===== config.mk =====
export PLATFORM = sky130hd
export DESIGN_NAME = ght_front_flat
export DESIGN_NICKNAME = d
export VERILOG_FILES = /design/src/hdl/ght_pkg.sv /design/src/hdl/ght_if.sv /design/src/hdl/ght_front.sv /design/src/flat_wrapper.sv
export SDC_FILE = /design/constraint.sdc
export NUM_CORES = 1
export LEC_CHECK = 0
export BUFFER_PORTS_ARGS = -buffer_cell sky130_fd_sc_hd__buf_2
export CAP_MARGIN = 40
export CORE_MARGIN = 2
export CORE_UTILIZATION = 30
export CTS_BUF_LIST = sky130_fd_sc_hd__clkbuf_8
export CTS_CLUSTER_DIAMETER = 30
export DETAILED_ROUTE_END_ITERATION = 6
export GPL_TIMING_DRIVEN = 0
export PLACE_DENSITY_LB_ADDON = 0.05
export SYNTH_ARGS = -nofsm -noshare
export SYNTH_HDL_FRONTEND = slang
export SYNTH_SLANG_ARGS = --single-unit

===== constraint.sdc =====
create_clock -name i_clk -period 10.21 [get_ports i_clk]
set_input_delay 1.021 -clock i_clk [delete_from_list [all_inputs] [get_ports i_clk]]
set_output_delay 1.021 -clock i_clk [all_outputs]
set_load 0.05 [all_outputs]

===== src/hdl/ght_pkg.sv =====
package ght_pkg;

    // command codes on the input channel
    localparam logic [1:0] CMD_ALLOC  = 2'd0;
    localparam logic [1:0] CMD_FREE   = 2'd1;
    localparam logic [1:0] CMD_LOOKUP = 2'd2;

    // result status codes
    localparam logic [1:0] ST_OK      = 2'd0;
    localparam logic [1:0] ST_INVALID = 2'd1;
    localparam logic [1:0] ST_FULL    = 2'd2;

    // classified operation
    typedef enum logic [1:0] {
        OP_ALLOC,
        OP_FREE,
        OP_LOOKUP,
        OP_BAD
    } t_op;

    // command as it waits between front and back
    typedef struct packed {
        t_op         op;
        logic        idx_wide;
        logic [31:0] slot_index;
        logic [31:0] generation;
        logic [31:0] payload;
        logic [1:0]  fmt;
    } t_item;

endpackage


===== src/hdl/ght_if.sv =====
interface ght_cmd_if;
    logic        valid;
    logic        ready;
    logic [1:0]  cmd;
    logic [31:0] slot_index;
    logic [31:0] handle_generation;
    logic [31:0] payload_in;
    logic [1:0]  format_in;

    modport source (
        output valid, cmd, slot_index, handle_generation, payload_in, format_in,
        input  ready
    );
    modport sink (
        input  valid, cmd, slot_index, handle_generation, payload_in, format_in,
        output ready
    );
endinterface



===== src/hdl/ght_front.sv =====
module ght_front #(
    parameter int SLOTS = 256
) (
    input  logic           i_clk,
    input  logic           i_rst_n,
    ght_cmd_if.sink        i_cmd,
    output logic           o_item_valid,
    output ght_pkg::t_item o_item,
    input  logic           i_item_ready
);
    import ght_pkg::*;

    t_item       r_q [2];
    logic        r_wr_ptr;
    logic        r_rd_ptr;
    logic [1:0]  r_count;
    t_item       w_item;
    logic        w_push;
    logic        w_pop;

    // classify the incoming command
    always_comb begin
        w_item.idx_wide   = i_cmd.slot_index >= 32'(SLOTS);
        w_item.slot_index = i_cmd.slot_index;
        w_item.generation = i_cmd.handle_generation;
        w_item.payload    = i_cmd.payload_in;
        w_item.fmt        = i_cmd.format_in;
        case (i_cmd.cmd)
            CMD_ALLOC:  w_item.op = OP_ALLOC;
            CMD_FREE:   w_item.op = OP_FREE;
            CMD_LOOKUP: w_item.op = OP_LOOKUP;
            default:    w_item.op = OP_BAD;
        endcase
    end

    // two-entry queue toward the back end
    assign i_cmd.ready  = r_count != 2'd2;
    assign w_push       = i_cmd.valid && i_cmd.ready;
    assign o_item_valid = r_count != 2'd0;
    assign o_item       = r_q[r_rd_ptr];
    assign w_pop        = o_item_valid && i_item_ready;

    always_ff @(posedge i_clk) begin
        if (w_push) begin
            r_q[r_wr_ptr] <= w_item;
        end
    end

    always_ff @(posedge i_clk) begin
        if (!i_rst_n) begin
            r_wr_ptr <= 1'b0;
            r_rd_ptr <= 1'b0;
            r_count  <= 2'd0;
        end else begin
            if (w_push) begin
                r_wr_ptr <= !r_wr_ptr;
            end
            if (w_pop) begin
                r_rd_ptr <= !r_rd_ptr;
            end
            case ({w_push, w_pop})
                2'b10:   r_count <= r_count + 2'd1;
                2'b01:   r_count <= r_count - 2'd1;
                default: r_count <= r_count;
            endcase
        end
    end

endmodule


===== src/flat_wrapper.sv =====
// flat-port wrapper written by rule: the top's interface ports become plain ports
module ght_front_flat import ght_pkg::*;
#(
    parameter int SLOTS = 256
)
  (i_clk, i_rst_n, o_item_valid, o_item, i_item_ready, i_cmd_valid, i_cmd_cmd, i_cmd_slot_index, i_cmd_handle_generation, i_cmd_payload_in, i_cmd_format_in, i_cmd_ready);
  ght_cmd_if i_cmd_i ();
  input  logic i_clk;
  input  logic i_rst_n;
  output logic o_item_valid;
  output ght_pkg::t_item o_item;
  input  logic i_item_ready;
  input wire logic [$bits(i_cmd_i.valid)-1:0] i_cmd_valid;
  input wire logic [$bits(i_cmd_i.cmd)-1:0] i_cmd_cmd;
  input wire logic [$bits(i_cmd_i.slot_index)-1:0] i_cmd_slot_index;
  input wire logic [$bits(i_cmd_i.handle_generation)-1:0] i_cmd_handle_generation;
  input wire logic [$bits(i_cmd_i.payload_in)-1:0] i_cmd_payload_in;
  input wire logic [$bits(i_cmd_i.format_in)-1:0] i_cmd_format_in;
  output wire logic [$bits(i_cmd_i.ready)-1:0] i_cmd_ready;
  assign i_cmd_i.valid = i_cmd_valid;
  assign i_cmd_i.cmd = i_cmd_cmd;
  assign i_cmd_i.slot_index = i_cmd_slot_index;
  assign i_cmd_i.handle_generation = i_cmd_handle_generation;
  assign i_cmd_i.payload_in = i_cmd_payload_in;
  assign i_cmd_i.format_in = i_cmd_format_in;
  assign i_cmd_ready = i_cmd_i.ready;
  ght_front #(.SLOTS(SLOTS)) u_core (.i_clk(i_clk), .i_rst_n(i_rst_n), .i_cmd(i_cmd_i), .o_item_valid(o_item_valid), .o_item(o_item), .i_item_ready(i_item_ready));
endmodule

# Yosys cells after proc, flatten, opt, wreduce, memory -nomap -nowiden
# Memories as Yosys holds them, arrays and structs flattened. A register that Yosys moved wholly into a read port is not among the register bits.
# Index checks and enable logic that the tools add are counted.
# classes
order_cmp	1
reduce_logical	7
n_mux	6
eq_ne	5
add_sub_neg	2
# ops
cell	count
greater-or-equal comparator 32 x 9 -> 1 bit (second input constant)	1
one-hot mux 2 bit (3 select lines)	1
== test 2 x 1 -> 1 bit (second input constant)	2
== test 2 bit (second input constant)	2
two-way mux 1 bit	4
one-hot mux 2 bit (2 select lines)	1
nonzero test 2 bit	2
adder 2 x 1 -> 2 bit (second input constant)	1
logical AND 1 bit	2
zero test 1 bit	2
zero test 2 bit	1
!= test 2 bit (second input constant)	1
subtractor 2 x 1 -> 2 bit (second input constant)	1
# word_totals
mem_count	1
reg_bits	4
elab_cells	25
ramBits	202
output_inout_bits	103
# mem_list
name	words	word_bits	rd	rd_ports_with_merged_regs	write_ports	line	source
u_core.r_q	2	101	1	1	1	ght_front.sv:13	t_item r_q [2];

# Logic depth before layout (Yosys ltp)
# depth
ltp_word	4
mapped_depth	6

# Worst setup path before layout
# Ideal clock, no wire load.
# synth_path
kind	input to register
from	input i_cmd_valid
to	memory u_core.r_q[1][0] (netlist name) (enable)
setup_slack_ps	6329
path_stages	1
arrival_ps	3409
setup_time_ps	472
t_required_ps	9738
path_cell_list	and3_1
# synth_between
elab_chain_cells	3
# synth_rtl
element	line	source
start, declared	flat_wrapper.sv:13	input wire logic [$bits(i_cmd_i.valid)-1:0] i_cmd_valid;
logical AND 1 bit	ght_front.sv:38	assign w_push = i_cmd.valid && i_cmd.ready;
two-way mux 1 bit	ght_front.sv:44	if (w_push) begin
two-way mux 1 bit (implied by the code)	ght_front.sv:45	r_q[r_wr_ptr] <= w_item;
end, declared	ght_front.sv:13	
# Every way passes these cells.

==> flow_metrics.tcl <==
set metrics [dict create \
    grtUsageTotal_pct 11.95 \
    ir_worst_vdd_v 0.0001506 \
    worstMarginPinSlew_ns 0.7852 \
    vias_per_cell 4.226 \
    drtPass1Iterations 4 \
    die_h_um 162.9 \
    cap_violations 0 \
    criticalPathCategory "register to output port" \
    grt_pass1_vias 4438 \
    crit_arrival_ns 2.00 \
    skew_ns 0.02654 \
    hold_viol 0 \
    regArea_mm2 0.006166 \
    syn_inst 348 \
    async_reset_ff_share_pct 0 \
    rsz0062_at_grt "no" \
    hold_buffers 0 \
    seq_area_frac_synth_pct 81.40 \
    grt_pass1_wl_um 23880 \
    vias 4129 \
    ant_nets 0 \
    timing.fmax_mhz 331.2 \
    ys_ff_latch 207 \
    ys.flop_type "edfxtp_1" \
    hp-class "register to register" \
    clk_pin_slew_ns 0.06 \
    routed_wl_um 16150 \
    crit_path_max_fanout 10 \
    start_util_pct 30.34 \
    die_x_um 162.9 \
    overflow 0 \
    clockRootBuffer "clkbuf_8" \
    gp_congestion 0.6747 \
    drive_gt1_share_pct 61.09 \
    synth_edf_count 202 \
    synth_fp_nets 453 \
    fin_nets 710 \
    status "complete, no violations" \
    slew_headroom_pct 47.65 \
    post_cts_resized 0 \
    io_pins 207 \
    io_buffers 204 \
    post_synth_instance_area_mm2 0.007575 \
    worstSetupEndpointType "output port" \
    fillers 2387 \
    cts_buffer_depth 3 \
    power_density_mw_per_mm2 311.6 \
    rows 58 \
    area.growth.synth_to_final_pct 33.73 \
    power.total_mw 3.156 \
    synth.distinct_cells 25 \
    finalInstanceArea_mm2 0.01013 \
    core_mm2 0.02496 \
    antenna_found_initial 3 \
    dp_hpwl_um 10220 \
    drtIter0Drc 140 \
    cts_tree "built" \
    fin_setup_tns_ns 0 \
    period_minus_slack_ns 3.020 \
    cts_setup_buffers 0 \
    cp.required_ns 9.19 \
    drt-wirelength-per-cell_um 16.53 \
    avgSynthCellArea_um2 21.77 \
    grt_start_max_net_pins 57 \
    die-area_mm2 0.02654 \
    r2r_cells 3 \
    hold_depth 2 \
    multi_input_area_mm2 0.001325 \
    clock-sinks 207 \
    worstSkewPairLatency_ns 0.54 \
    p_leak_nw 3.787 \
    numCtsBuffers 49 \
    htree_levels 2 \
    placedInstanceArea_mm2 0.009074 \
    drc 0 \
    post-route-period-util_pct 29.57 \
    ys_warn_count 0 \
    worst_hold_slack_ns 0.5363 \
    start_kind "register" \
    drv_slew 0 \
    setup_viol 0 \
]
metrics by stage:
stage | cells | worst slack, ns | utilization (%)
after CTS | 975 | 7.079 | 40.56
after global placement | 882 | 4.540 | 36.09
after floorplan | 348 | 6.329 | -
after global routing | 975 | 7.018 | 40.56
final | 977 | 7.190 | 40.58
after detailed placement | 884 | 7.578 | 36.35
where the power goes:
part           switching [mW]  internal [mW]  leakage (nW)  total (mW)
clock                   0.376          0.619         0.552       0.995
sequential             0.0262           1.07          1.93        1.10
combinational           0.767          0.296          1.31        1.06
per-layer routing:
layer,track usage [%],up-vias,part of all wire [%]
met1,13.58,2000,40
met2,20.03,160,49
li1,-,1928,-
met3,5.093,39,8.6
met4,4.505,2,2.3
met5,0,-,0.081
worst max-delay path, cell delays in order (launching register included):
cell and delay, ns:
dfxtp_1 0.31, buf_2 0.30, buf_4 0.27, mux2_2 0.35
buf_2 0.22
cells in the final DEF (no fill, tap or decap), drive strengths merged, types with 2 or more instances in the layout:
master | synthesis | layout
buf | 11 | 217
edfxtp | 202 | 202
mux2 | 101 | 101
clkbuf | 2 | 53
clkinv | 0 | 19
inv | 1 | 10
nor4 | 6 | 6
clkinvlp | 0 | 6
bufinv | 0 | 6
dfxtp | 5 | 5
xnor2 | 3 | 3
diode | 0 | 2
nor2b | 2 | 2
a21boi | 2 | 2
synth_stat cells (all sizes together), types with 2 or more instances:
cell type	n	area share [%]
edfxtp	202	80
mux2	101	15
xnor2	3	0.35
dfxtp	5	1.3
a21boi	2	0.20
nor2b	2	0.17
nor4	6	0.50
buf	11	1.0
clkbuf	2	0.099
worst paths after layout:
kind	startpoint	end	slack, ns
worst max-delay path	register	o_item[73]	7.19
worst max register to register	u_core.r_count[0]	u_core.r_q[1][11]	8.09
worst min-delay path	u_core.r_count[1]	u_core.r_count[1]	0.54
worst min register to register	u_core.r_count[1]	u_core.r_count[1]	0.54
state kept, by name, summed over array words and instances, names as in the netlist, named ones only:
name and flops:
u_core.r_rd_ptr 1, u_core.r_wr_ptr 1, u_core.r_count 2, u_core.r_q 202
area by class of cell:
| cell class | instances | area share, % |
|---|---|---|
| sequential | 207 | 60.87 |
| multi-input combinational | 127 | 13.08 |
| timing repair buffer | 206 | 10.62 |
| clock buffer | 51 | 6.929 |
| tap | 330 | 4.076 |
| clock inverter | 40 | 3.446 |
| buffer | 13 | 0.8399 |
| inverter | 1 | 0.08646 |
| antenna | 2 | 0.04941 |
cell families (layout without fill, tap and decap cells):
group	Yosys count	after routing	synth area share [%]
compound gates	5	5	0.4956
xor+xnor	3	3	0.3469
fa+ha+maj	1	1	0.1652
buf+inv	14	311	1.173
flops	207	207	81.40
mux	101	101	15.01
other cells	0	2	0
simple gates	17	17	1.404
No activity file was read; power rests on OpenSTA's default activity.
